File: config.mk
export PLATFORM = sky130hd
export DESIGN_NAME = framed_packet_receiver
export DESIGN_NICKNAME = d
export VERILOG_FILES = /design/src/frp_pkg.sv /design/src/framed_packet_receiver.sv /design/src/frp_front.sv /design/src/frp_jobq.sv /design/src/frp_back.sv
export SDC_FILE = /design/constraint.sdc
export NUM_CORES = 1
export LEC_CHECK = 0
export ABC_AREA = 1
export BUFFER_PORTS_ARGS = -buffer_cell sky130_fd_sc_hd__buf_2
export CAP_MARGIN = 20
export CORE_ASPECT_RATIO = 1.2
export CORE_MARGIN = 2
export CORE_UTILIZATION = 60
export DETAILED_ROUTE_END_ITERATION = 7
export PLACE_DENSITY_LB_ADDON = 0.12
export SYNTH_ARGS = -nofsm -noshare
export SYNTH_HDL_FRONTEND = slang
export SYNTH_SLANG_ARGS = --single-unit
File: constraint.sdc
create_clock -name clk -period 3.35 [get_ports clk]
set_input_delay 0.1675 -clock clk [delete_from_list [all_inputs] [get_ports clk]]
set_output_delay 0.1675 -clock clk [all_outputs]
set_load 0.03 [all_outputs]
File: src/frp_pkg.sv
package frp_pkg;

  localparam int BYTE_W = 8;
  localparam int LEN_W  = 6;
  localparam int STAT_W = 2;
  localparam int REG_W  = 2;

  localparam logic [STAT_W-1:0] ST_GOOD    = 2'd0;
  localparam logic [STAT_W-1:0] ST_LEN_ERR = 2'd1;
  localparam logic [STAT_W-1:0] ST_CHK_ERR = 2'd2;
  localparam logic [STAT_W-1:0] ST_END_ERR = 2'd3;

  localparam logic [REG_W-1:0] REG_START_BYTE = 2'd0;
  localparam logic [REG_W-1:0] REG_END_BYTE   = 2'd1;
  localparam logic [REG_W-1:0] REG_MAX_LEN    = 2'd2;

  localparam logic [BYTE_W-1:0] START_BYTE_RST = 8'd2;
  localparam logic [BYTE_W-1:0] END_BYTE_RST   = 8'd3;
  localparam logic [LEN_W-1:0]  MAX_LEN_RST    = 6'd32;

  typedef struct packed {
    logic [STAT_W-1:0] status;
    logic [BYTE_W-1:0] command;
    logic [BYTE_W-1:0] length;
    logic              has_payload;
    logic              bank;
  } job_t;

  typedef struct packed {
    logic              en;
    logic              bank;
    logic [LEN_W-1:0]  idx;
    logic [BYTE_W-1:0] data;
  } wr_t;

  typedef struct packed {
    logic en;
    logic bank;
  } rel_t;

endpackage

File: src/framed_packet_receiver.sv
// Parses a byte stream into frames of start byte, command, length, payload,
// checksum and end byte, where the checksum is the XOR of command, length,
// payload and end byte. The parser takes one byte per clock; full rises only
// while two finished frames wait in the job queue, or while a payload byte
// would land in a buffer bank whose previous frame is still being emitted.
// A good frame comes out as one result per payload byte, each byte read from
// the buffer in B_READ and then loaded into the output register in B_SEND,
// or as a single result when its length is zero. Length, checksum and end
// marker errors give one result each, loaded into the output register once it
// is free after they reach the head of the job queue. The last result of every
// run has last set. The payload buffer holds two banks of MAX_PAYLOAD bytes,
// so the parser can fill one frame while the previous one drains.
module framed_packet_receiver #(
  parameter int MAX_PAYLOAD = 32
) (
  input  logic                        clk,
  input  logic                        rst,
  input  logic                        push,
  output logic                        full,
  input  logic [frp_pkg::BYTE_W-1:0]  rx_byte,
  input  logic                        wr_en,
  input  logic [frp_pkg::REG_W-1:0]   wr_index,
  input  logic [frp_pkg::BYTE_W-1:0]  wr_data,
  output logic                        empty,
  input  logic                        pop,
  output logic [frp_pkg::STAT_W-1:0]  status,
  output logic [frp_pkg::BYTE_W-1:0]  command,
  output logic [frp_pkg::BYTE_W-1:0]  length,
  output logic [frp_pkg::BYTE_W-1:0]  payload_byte,
  output logic                        payload_valid,
  output logic                        last
);
  import frp_pkg::*;

  logic q_push, q_full, q_pop, q_empty;
  job_t q_in, q_head;
  wr_t  mem_wr;
  rel_t rel;

  frp_front #(.MAX_PAYLOAD(MAX_PAYLOAD)) u_front (
    .clk      (clk),
    .rst      (rst),
    .push     (push),
    .full     (full),
    .rx_byte  (rx_byte),
    .wr_en    (wr_en),
    .wr_index (wr_index),
    .wr_data  (wr_data),
    .q_full   (q_full),
    .q_push   (q_push),
    .q_job    (q_in),
    .mem_wr   (mem_wr),
    .rel      (rel)
  );

  frp_jobq u_jobq (
    .clk     (clk),
    .rst     (rst),
    .q_push  (q_push),
    .q_in    (q_in),
    .q_full  (q_full),
    .q_pop   (q_pop),
    .q_empty (q_empty),
    .q_head  (q_head)
  );

  frp_back #(.MAX_PAYLOAD(MAX_PAYLOAD)) u_back (
    .clk           (clk),
    .rst           (rst),
    .mem_wr        (mem_wr),
    .job_valid     (~q_empty),
    .job           (q_head),
    .job_pop       (q_pop),
    .rel           (rel),
    .empty         (empty),
    .pop           (pop),
    .status        (status),
    .command       (command),
    .length        (length),
    .payload_byte  (payload_byte),
    .payload_valid (payload_valid),
    .last          (last)
  );

  a_no_overflow: assert property (@(posedge clk) disable iff (rst)
    q_push |-> !q_full)
    else $error("job queue written while full");

  a_no_underflow: assert property (@(posedge clk) disable iff (rst)
    q_pop |-> !q_empty)
    else $error("job queue read while empty");

  a_payload_good: assert property (@(posedge clk) disable iff (rst)
    (!empty && payload_valid) |-> (status == ST_GOOD))
    else $error("payload beat carries an error status");

  a_error_last: assert property (@(posedge clk) disable iff (rst)
    (!empty && status != ST_GOOD) |-> (last && !payload_valid))
    else $error("error beat is not a single closing beat");

endmodule

File: src/frp_front.sv
module frp_front #(
  parameter int MAX_PAYLOAD = 32
) (
  input  logic                      clk,
  input  logic                      rst,
  input  logic                      push,
  output logic                      full,
  input  logic [frp_pkg::BYTE_W-1:0] rx_byte,
  input  logic                      wr_en,
  input  logic [frp_pkg::REG_W-1:0] wr_index,
  input  logic [frp_pkg::BYTE_W-1:0] wr_data,
  input  logic                      q_full,
  output logic                      q_push,
  output frp_pkg::job_t             q_job,
  output frp_pkg::wr_t              mem_wr,
  input  frp_pkg::rel_t             rel
);
  import frp_pkg::*;

  localparam logic [BYTE_W-1:0] MAX8 = BYTE_W'(MAX_PAYLOAD);

  typedef enum logic [5:0] {
    P_START = 6'b000001,
    P_CMD   = 6'b000010,
    P_LEN   = 6'b000100,
    P_DATA  = 6'b001000,
    P_CHK   = 6'b010000,
    P_END   = 6'b100000
  } phase_t;

  phase_t            phase, phase_next;
  logic [BYTE_W-1:0] start_byte, end_byte;
  logic [LEN_W-1:0]  max_len;
  logic [BYTE_W-1:0] frame_command, frame_command_next;
  logic [LEN_W-1:0]  frame_length, frame_length_next;
  logic [LEN_W-1:0]  payload_index, payload_index_next;
  logic [BYTE_W-1:0] received_checksum, received_checksum_next;
  logic [BYTE_W-1:0] running_checksum, running_checksum_next;
  logic              wbank, wbank_next;
  logic [1:0]        held, held_next;
  logic              accept;
  logic [BYTE_W-1:0] limit;

  assign full   = q_full | ((phase == P_DATA) & held[wbank]);
  assign accept = push & ~full;
  assign limit  = ({2'b00, max_len} < MAX8) ? {2'b00, max_len} : MAX8;

  always_comb begin
    phase_next             = phase;
    frame_command_next     = frame_command;
    frame_length_next      = frame_length;
    payload_index_next     = payload_index;
    received_checksum_next = received_checksum;
    running_checksum_next  = running_checksum;
    wbank_next             = wbank;
    held_next              = held;
    q_push                 = 1'b0;
    q_job                  = '0;
    mem_wr                 = '0;
    if (rel.en) begin
      held_next[rel.bank] = 1'b0;
    end
    if (accept) begin
      case (phase)
        P_CMD: begin
          frame_command_next    = rx_byte;
          running_checksum_next = rx_byte;
          phase_next            = P_LEN;
        end
        P_LEN: begin
          payload_index_next = '0;
          if (rx_byte > limit) begin
            q_push         = 1'b1;
            q_job.status   = ST_LEN_ERR;
            q_job.command  = frame_command;
            q_job.length   = rx_byte;
            phase_next     = P_START;
          end else begin
            frame_length_next     = rx_byte[LEN_W-1:0];
            running_checksum_next = running_checksum ^ rx_byte;
            phase_next            = (rx_byte != '0) ? P_DATA : P_CHK;
          end
        end
        P_DATA: begin
          mem_wr.en             = 1'b1;
          mem_wr.bank           = wbank;
          mem_wr.idx            = payload_index;
          mem_wr.data           = rx_byte;
          running_checksum_next = running_checksum ^ rx_byte;
          payload_index_next    = payload_index + 1'b1;
          if (payload_index_next >= frame_length) begin
            phase_next = P_CHK;
          end
        end
        P_CHK: begin
          received_checksum_next = rx_byte;
          phase_next             = P_END;
        end
        P_END: begin
          q_push        = 1'b1;
          q_job.command = frame_command;
          q_job.length  = {2'b00, frame_length};
          if (rx_byte != end_byte) begin
            q_job.status = ST_END_ERR;
          end else if ((running_checksum ^ rx_byte) != received_checksum) begin
            q_job.status = ST_CHK_ERR;
          end else begin
            q_job.status = ST_GOOD;
            if (frame_length != '0) begin
              q_job.has_payload = 1'b1;
              q_job.bank        = wbank;
              held_next[wbank]  = 1'b1;
              wbank_next        = ~wbank;
            end
          end
          phase_next = P_START;
        end
        default: begin
          phase_next = (rx_byte == start_byte) ? P_CMD : P_START;
        end
      endcase
    end
  end

  always_ff @(posedge clk) begin
    if (rst) begin
      phase             <= P_START;
      frame_command     <= '0;
      frame_length      <= '0;
      payload_index     <= '0;
      received_checksum <= '0;
      running_checksum  <= '0;
      wbank             <= 1'b0;
      held              <= '0;
    end else begin
      phase             <= phase_next;
      frame_command     <= frame_command_next;
      frame_length      <= frame_length_next;
      payload_index     <= payload_index_next;
      received_checksum <= received_checksum_next;
      running_checksum  <= running_checksum_next;
      wbank             <= wbank_next;
      held              <= held_next;
    end
  end

  always_ff @(posedge clk) begin
    if (rst) begin
      start_byte <= START_BYTE_RST;
      end_byte   <= END_BYTE_RST;
      max_len    <= MAX_LEN_RST;
    end else if (wr_en) begin
      case (wr_index)
        REG_START_BYTE: start_byte <= wr_data;
        REG_END_BYTE:   end_byte   <= wr_data;
        REG_MAX_LEN:    max_len    <= wr_data[LEN_W-1:0];
        default: begin
        end
      endcase
    end
  end

endmodule

File: src/frp_jobq.sv
module frp_jobq (
  input  logic          clk,
  input  logic          rst,
  input  logic          q_push,
  input  frp_pkg::job_t q_in,
  output logic          q_full,
  input  logic          q_pop,
  output logic          q_empty,
  output frp_pkg::job_t q_head
);
  import frp_pkg::*;

  job_t       entries [2];
  logic       wptr, rptr;
  logic [1:0] count;

  assign q_full  = (count == 2'd2);
  assign q_empty = (count == 2'd0);
  assign q_head  = entries[rptr];

  always_ff @(posedge clk) begin
    if (q_push) begin
      entries[wptr] <= q_in;
    end
  end

  always_ff @(posedge clk) begin
    if (rst) begin
      wptr  <= 1'b0;
      rptr  <= 1'b0;
      count <= '0;
    end else begin
      if (q_push) begin
        wptr <= ~wptr;
      end
      if (q_pop) begin
        rptr <= ~rptr;
      end
      count <= count + {1'b0, q_push} - {1'b0, q_pop};
    end
  end

endmodule

File: src/frp_back.sv
module frp_back #(
  parameter int MAX_PAYLOAD = 32
) (
  input  logic                        clk,
  input  logic                        rst,
  input  frp_pkg::wr_t                mem_wr,
  input  logic                        job_valid,
  input  frp_pkg::job_t               job,
  output logic                        job_pop,
  output frp_pkg::rel_t               rel,
  output logic                        empty,
  input  logic                        pop,
  output logic [frp_pkg::STAT_W-1:0]  status,
  output logic [frp_pkg::BYTE_W-1:0]  command,
  output logic [frp_pkg::BYTE_W-1:0]  length,
  output logic [frp_pkg::BYTE_W-1:0]  payload_byte,
  output logic                        payload_valid,
  output logic                        last
);
  import frp_pkg::*;

  localparam int IDX_W = (MAX_PAYLOAD > 1) ? $clog2(MAX_PAYLOAD) : 1;

  typedef enum logic [2:0] {
    B_IDLE = 3'b001,
    B_READ = 3'b010,
    B_SEND = 3'b100
  } bstate_t;

  logic [BYTE_W-1:0] mem [2][MAX_PAYLOAD];
  logic [BYTE_W-1:0] rd_data;
  bstate_t           state, state_next;
  logic [LEN_W-1:0]  idx, idx_next;
  logic              out_valid, out_free, load, is_last;
  logic [STAT_W-1:0] ld_status;
  logic [BYTE_W-1:0] ld_byte;
  logic              ld_pvalid, ld_last;

  always_ff @(posedge clk) begin
    if (mem_wr.en) begin
      mem[mem_wr.bank][mem_wr.idx[IDX_W-1:0]] <= mem_wr.data;
    end
    rd_data <= mem[job.bank][idx[IDX_W-1:0]];
  end

  assign out_free = ~out_valid | pop;
  assign empty    = ~out_valid;
  assign is_last  = (LEN_W'(idx + 1'b1) == job.length[LEN_W-1:0]);

  always_comb begin
    state_next = state;
    idx_next   = idx;
    load       = 1'b0;
    job_pop    = 1'b0;
    rel        = '0;
    ld_status  = job.status;
    ld_byte    = '0;
    ld_pvalid  = 1'b0;
    ld_last    = 1'b1;
    case (state)
      B_IDLE: begin
        if (job_valid) begin
          if (!job.has_payload) begin
            if (out_free) begin
              load    = 1'b1;
              job_pop = 1'b1;
            end
          end else begin
            idx_next   = '0;
            state_next = B_READ;
          end
        end
      end
      B_READ: begin
        state_next = B_SEND;
      end
      B_SEND: begin
        if (out_free) begin
          load      = 1'b1;
          ld_status = ST_GOOD;
          ld_byte   = rd_data;
          ld_pvalid = 1'b1;
          ld_last   = is_last;
          idx_next  = idx + 1'b1;
          if (is_last) begin
            job_pop    = 1'b1;
            rel.en     = 1'b1;
            rel.bank   = job.bank;
            state_next = B_IDLE;
          end else begin
            state_next = B_READ;
          end
        end
      end
      default: begin
        state_next = B_IDLE;
      end
    endcase
  end

  always_ff @(posedge clk) begin
    if (rst) begin
      state     <= B_IDLE;
      idx       <= '0;
      out_valid <= 1'b0;
    end else begin
      state     <= state_next;
      idx       <= idx_next;
      out_valid <= load | (out_valid & ~pop);
    end
  end

  always_ff @(posedge clk) begin
    if (load) begin
      status        <= ld_status;
      command       <= job.command;
      length        <= job.length;
      payload_byte  <= ld_byte;
      payload_valid <= ld_pvalid;
      last          <= ld_last;
    end
  end

endmodule

==> results_dict.tcl, run 1 <==
set metrics [dict create \
    run_status "completed" \
    cp-start-kind "flop" \
    synth_flop_cell "edfxtp_1" \
    hpwl_mm 45.4 \
    clock_latency_ps 610 \
    arrival_ps 3480 \
    stdcell_area_um2 32400 \
    cts_root_buf "clkbuf_16" \
    die_h_um 244 \
    synth_top_area_cell "edfxtp_1" \
    syn-instance-count 2807 \
    via_per_inst 5.69 \
    cts_setup_buffers 0 \
    drive_gt1_share_pct 9.88 \
    fillers 3503 \
    met2WireLength_mm 35.0 \
    cts.sink_count 670 \
    dr.first_iter.drc_count 1995 \
    largest_reg_flops 512 \
    grt_pass1_wl_mm 112 \
    grt-ovfl-total 0 \
    placed_cell_area_um2 30100 \
    grt_pass1_vias 19900 \
    row_count 87 \
    slew_headroom_pct 28.4 \
    topRoutingLayerUsed "met4" \
    ys_warn_count 0 \
    syn-num-nets 2846 \
    skew_ps 19.4 \
    areaGrowthSynthToFinish_pct 12.9 \
    fmax_mhz 337 \
    vias 20300 \
    async_flop_share_pct 0 \
    synth_area_leaders "edfxtp_1 61%, nand2_1 12%, dfxtp_1 6.3%, nand3_1 5.4%, inv_1 2.9%" \
    crit_type "reg2reg" \
    finalCritPeriodShare_pct 88.5 \
    cap_violations 0 \
    nets 2932 \
    critPathRequiredTime_ps 3870 \
    post-route-drc-count 0 \
    cp-end-kind "flop" \
    start_util_pct 60.9 \
    n_antenna_cell 0 \
    ant_nets 0 \
    core_area_um2 47100 \
    rsz0062_at_grt "no" \
    totalWireLength_mm 71.9 \
    drt-met1-wl_mm 28.0 \
    clockBufferDepth 3 \
    grt_usage_pct 29.7 \
    cp_max_fo 15 \
    tns_ps 0 \
    ios 53 \
    gp_congestion 0.912 \
    antenna_found_initial 0 \
    fin_crit_ps 2960 \
    seq_area_frac_synth_pct 66.9 \
    setup_viol 0 \
    cts_buffers 67 \
    syn_avg_cell_area_um2 10.2 \
    drt-pass1-iter-count 8 \
    irDropWorstVdd_uv 528 \
    die_w_um 204 \
    cts_tree "done" \
    synth_edf_count 580 \
    synth_seq_cells 670 \
    routedWlPerCell_um 20.2 \
    tightest_slew_ps 1070 \
    dieArea_um2 49600 \
    hold_class "in2reg" \
    synthesis.area_um2 28700 \
    port_buffers 52 \
    grt_max_degree 99 \
    htreeDepth 3 \
    synth_top_area_share_pct 60.7 \
    finalMaxSlewViolations 0 \
    wl_met3_mm 5.50 \
    yosysUniqueCellTypes 41 \
    cellPowerDensity_nw_per_um2 511 \
    path_clk_slew_ps 60 \
    finalHoldViolCount 0 \
    power.leakage_nw 13.3 \
]
worst max-delay path: stages, from the launching register on:
cell and delay, ps:
dfxtp_1 680, inv_1 370, nand2_1 190, nand3_1 90
nand2_1 70, nand2_1 50, nor2_1 190, nand3_1 180
nand2_1 100, ha_1 230, inv_1 60, ha_1 140
xor2_1 210, o21ai_0 140, a21oi_1 180
cell families after synthesis:
logic type | Yosys count | synth area share [%]
xor+xnor | 22 | 0.671
simple gates | 1503 | 22.2
flops | 670 | 66.9
fa+ha+maj | 16 | 0.697
buf+inv | 378 | 5.36
compound gates | 218 | 4.10
power by group:
part	internal [W]	switching, W	leakage, nW	total [W]
sequential	0.00896	0.0000200	7.30	0.00898
combinational	0.000110	0.000230	4.94	0.000340
clock	0.00414	0.00311	1.02	0.00725
cell usage after synthesis, types with 2 or more instances:
| master | number |
|---|---|
| nor3_2 | 15 |
| clkbuf_1 | 53 |
| xnor2_1 | 17 |
| a211oi_1 | 11 |
| nor2_1 | 151 |
| a21oi_1 | 91 |
| nor3_1 | 51 |
| buf_2 | 64 |
| xor2_1 | 5 |
| inv_1 | 224 |
| nand2_2 | 6 |
| edfxtp_1 | 580 |
| nand4_2 | 3 |
| ha_1 | 16 |
| buf_1 | 17 |
| o211ai_1 | 13 |
| inv_2 | 5 |
| nand3_1 | 309 |
| nand2_1 | 939 |
| clkinv_1 | 4 |
| nand4_1 | 15 |
| o21ai_1 | 5 |
| o21ai_0 | 90 |
| nand3_4 | 5 |
| nor4_1 | 2 |
| dfxtp_1 | 90 |
| buf_4 | 7 |
| a31oi_1 | 5 |
| inv_4 | 2 |
cell usage in the layout (no fill, tap or decap), drive strengths merged:
cell type and n:
nand2 946, edfxtp 580, nand3 315, inv 236, nor2 154, buf 142
o21ai 95, a21oi 91, clkbuf 91, dfxtp 90, nor3 66, clkinv 22
nand4 18, xnor2 17, ha 16, dlygate4sd3 16, o211ai 13, a211oi 11
a31oi 5, xor2 5, clkinvlp 4, bufinv 4, nor4 2, nand3b 1
and2 1, o31ai 1, o21a 1, o22ai 1
through the flow:
stage                     worst slack, ps  util (%)  hold slack, ps  instances  power (W)
after global routing                  167      68.8            45.9       3567     0.0170
after floorplan                       270         -             281       2807    0.00936
after detailed placement              455      63.9             420       3425    0.00948
after CTS                             432      68.7            2.41       3561     0.0166
final                                 385      68.8            25.4       3567     0.0166
after global placement                464      63.8             403       3424    0.00947
timing repair:
item | in CTS | in global routing
hold endpoints to repair | 29 | 0
resized for setup | 0 | 0
hold buffers | 16 | 0
routing by layer:
layer | GRT usage, % | up-vias
li1 | - | 9596
met4 | 15.3 | 0
met5 | 0 | -
met1 | 38.5 | 9539
met3 | 4.44 | 193
met2 | 48.7 | 955
final timing paths:
check	from	to	slack, ps	depth (start not counted)
max	u_back.idx[3]	u_jobq.count[1]	390	14
min	wr_index[0]	u_front.start_byte[1]	30	4
max reg2reg	u_back.idx[3]	u_jobq.count[1]	390	14
min reg2reg	u_front.frame_command[5]	u_front.frame_command[5]	450	2
cell type report:
| type | instances | area (um^2) | share of cell area, % |
|---|---|---|---|
| clock inverters | 31 | 293 | 0.903 |
| clock buffers | 89 | 1810 | 5.59 |
| repair buffers | 160 | 1380 | 4.25 |
| inverters | 235 | 887 | 2.74 |
| multi-input cells | 1759 | 8040 | 24.8 |
| well taps | 623 | 779 | 2.40 |
| flip-flops and latches | 670 | 19200 | 59.3 |
No activity file was read; power rests on OpenSTA's default activity.
==> run 2: changes to the inputs <==
--- a/config.mk
+++ b/config.mk
@@ -12,6 +12,7 @@
 export CORE_MARGIN = 2
 export CORE_UTILIZATION = 60
 export DETAILED_ROUTE_END_ITERATION = 7
+export MAX_ROUTING_LAYER = met4
 export PLACE_DENSITY_LB_ADDON = 0.12
 export SYNTH_ARGS = -nofsm -noshare
 export SYNTH_HDL_FRONTEND = slang
==> results_dict.tcl, run 2 (synthesis gave the netlist of run 1 again) <==
set metrics [dict create \
    final_cell_mix "938 x nand2_1, 580 x edfxtp_1, 309 x nand3_1" \
    core_area_um2 47100 \
    nets 2936 \
    grt_pass1_vias 19900 \
    run_status "completed" \
    postCtsHoldBufs 21 \
    cts_root_buf "clkbuf_16" \
    critPathRequiredTime_ps 3610 \
    via_per_inst 5.71 \
    dieArea_um2 49600 \
    final_common_cell "nand2_1" \
    cts_buffers 61 \
    crit_buf_inv 3 \
    hpwl_mm 45.5 \
    gp_congestion 0.903 \
    rr_worst_depth 10 \
    cp_top_family "simple AND/OR/NAND/NOR gates" \
    cp-start-kind "flop" \
    combPwrFrac_pct 2.1 \
    reg2reg_slack_ps 260 \
    cts.sink_count 670 \
    crit_type "reg2reg" \
    power.leakage_nw 13.3 \
    fillers 3509 \
    routedWlPerCell_um 20.4 \
    worstHoldStart "rst" \
    grt_pass1_wl_mm 112 \
    finalCritPeriodShare_pct 92.4 \
    p_sw_share_pct 19.8 \
    cp_max_fo 12 \
    n_antenna_cell 0 \
    die_h_um 244 \
    tns_ps 0 \
    crit_cells 10 \
    setup_viol 0 \
    irDropWorstVdd_uv 442 \
    rsz0062_at_grt "no" \
    arrival_ps 3350 \
    hold_class "in2reg" \
    finalHoldViolCount 0 \
    cts_resized 0 \
    row_count 87 \
    r2r-start "u_front.wbank" \
    fin_crit_ps 3090 \
    cellPowerDensity_nw_per_um2 508 \
    htreeDepth 2 \
    cts_tree "done" \
    clock_power_share_pct 43.4 \
    vias 20400 \
    r2r_end "u_back.mem[0][81]" \
    cp-end-kind "flop" \
    grt-ovfl-total 0 \
    tightest_slew_ps 1140 \
    totalWireLength_mm 72.7 \
    grt_max_degree 89 \
    die_w_um 204 \
    port_buffers 52 \
    power_frac_seq_pct 54.5 \
    cts_setup_buffers 0 \
    switchingPower_w 0.00326 \
    cap_violations 0 \
    power.internal_w 0.0132 \
    cp_cell_sequence "inv_2 > nand2_1 > nand2_1 > nand2_2 > nand3_4 > inv_4 > nand2_4 > nor3_2 > inv_1 > nor3_1" \
    antenna_found_initial 0 \
    clockBufferDepth 3 \
    largest_reg_flops 512 \
    fmax_mhz 323 \
    skew_ps 19.4 \
    crit_slowest_cell "nor3_1" \
    cp_slowest_stage_delay_ps 970 \
    cpMostUsedCell "nand2_1" \
    crit_start "u_front.wbank" \
    drt-pass1-iter-count 6 \
    finalMaxSlewViolations 0 \
    slew_headroom_pct 23.7 \
    critPathCapture "u_back.mem[0][81]" \
    drive_gt1_share_pct 10.0 \
    dr.first_iter.drc_count 1770 \
    finalCoreUtilization_pct 68.8 \
    post-route-drc-count 0 \
    path_clk_slew_ps 70 \
    ios 53 \
    start_util_pct 60.9 \
    ant_nets 0 \
    grt_usage_pct 30.7 \
    clock_latency_ps 640 \
    areaGrowthSynthToFinish_pct 12.9 \
]
[run 2: changes by cell type in the layout (fill, tap and decap cells not counted), sizes merged]
cell / before / now
clkbuf: 91 / 85
dlygate4sd3: 16 / 21
clkinv: 22 / 26
bufinv: 4 / 7
inv: 236 / 233
buf: 142 / 143
clkinvlp: 4 / 3
[run 2: layer usage]
metal / global-route usage [%] / vias to the layer above / wire, um
li1: - / 9611 / -
met4: 14.6 / 0 / 3740
met3: 4.63 / 210 / 5330
met1: 37.7 / 9675 / 27900
met5: - / - / 0
met2: 50.0 / 880 / 35700
[run 2: cell type report]
class / count / area, um^2 / area share [%]
clock buffers: 79 / 1720 / 5.30
inverters: 235 / 887 / 2.74
repair buffers: 170 / 1420 / 4.38
multi-input cells: 1759 / 8040 / 24.8
clock inverters: 34 / 345 / 1.07
well taps: 623 / 779 / 2.40
flip-flops and latches: 670 / 19200 / 59.3
[run 2: worst register-to-register path: stages, from the launching register on]
cell     delay [ps]
dfxtp_1         480
inv_2           130
nand2_1          80
nand2_1          80
nand2_2         100
nand3_4          90
inv_4           110
nand2_4         150
nor3_2          160
inv_1           360
nor3_1          980
[run 2: how the worst min path moves through the flow]
stage,cells after the start,endpoint,slack [ps]
finish,3,u_jobq.count[0],30
floorplan,2,u_front.end_byte[0],280
CTS,3,u_jobq.count[0],7
global placement,3,u_front.end_byte[0],400
global route,3,u_front.frame_length[2],40
detailed placement,3,u_front.end_byte[0],420
[run 2: through the flow]
stage               cells  setup WS, ps  hold WS, ps  total power (W)  instance area [um^2]
detailed placement   3426           329          417          0.00948                 30100
CTS                  3560           289         6.65           0.0165                 32400
finish               3570           256         29.9           0.0165                 32400
global route         3570          65.5         39.7           0.0169                 32400
global placement     3425           392          400          0.00947                 30100
floorplan            2807           270          281          0.00936                 28700
[run 2: power by group through the flow]
stage,Combinational [W],Sequential [W],Clock (W)
floorplan,0.000216,0.00915,0
global placement,0.000318,0.00916,0
detailed placement,0.000325,0.00916,0
CTS,0.000345,0.00898,0.00722
global route,0.000382,0.00898,0.00753
finish,0.000348,0.00898,0.00714
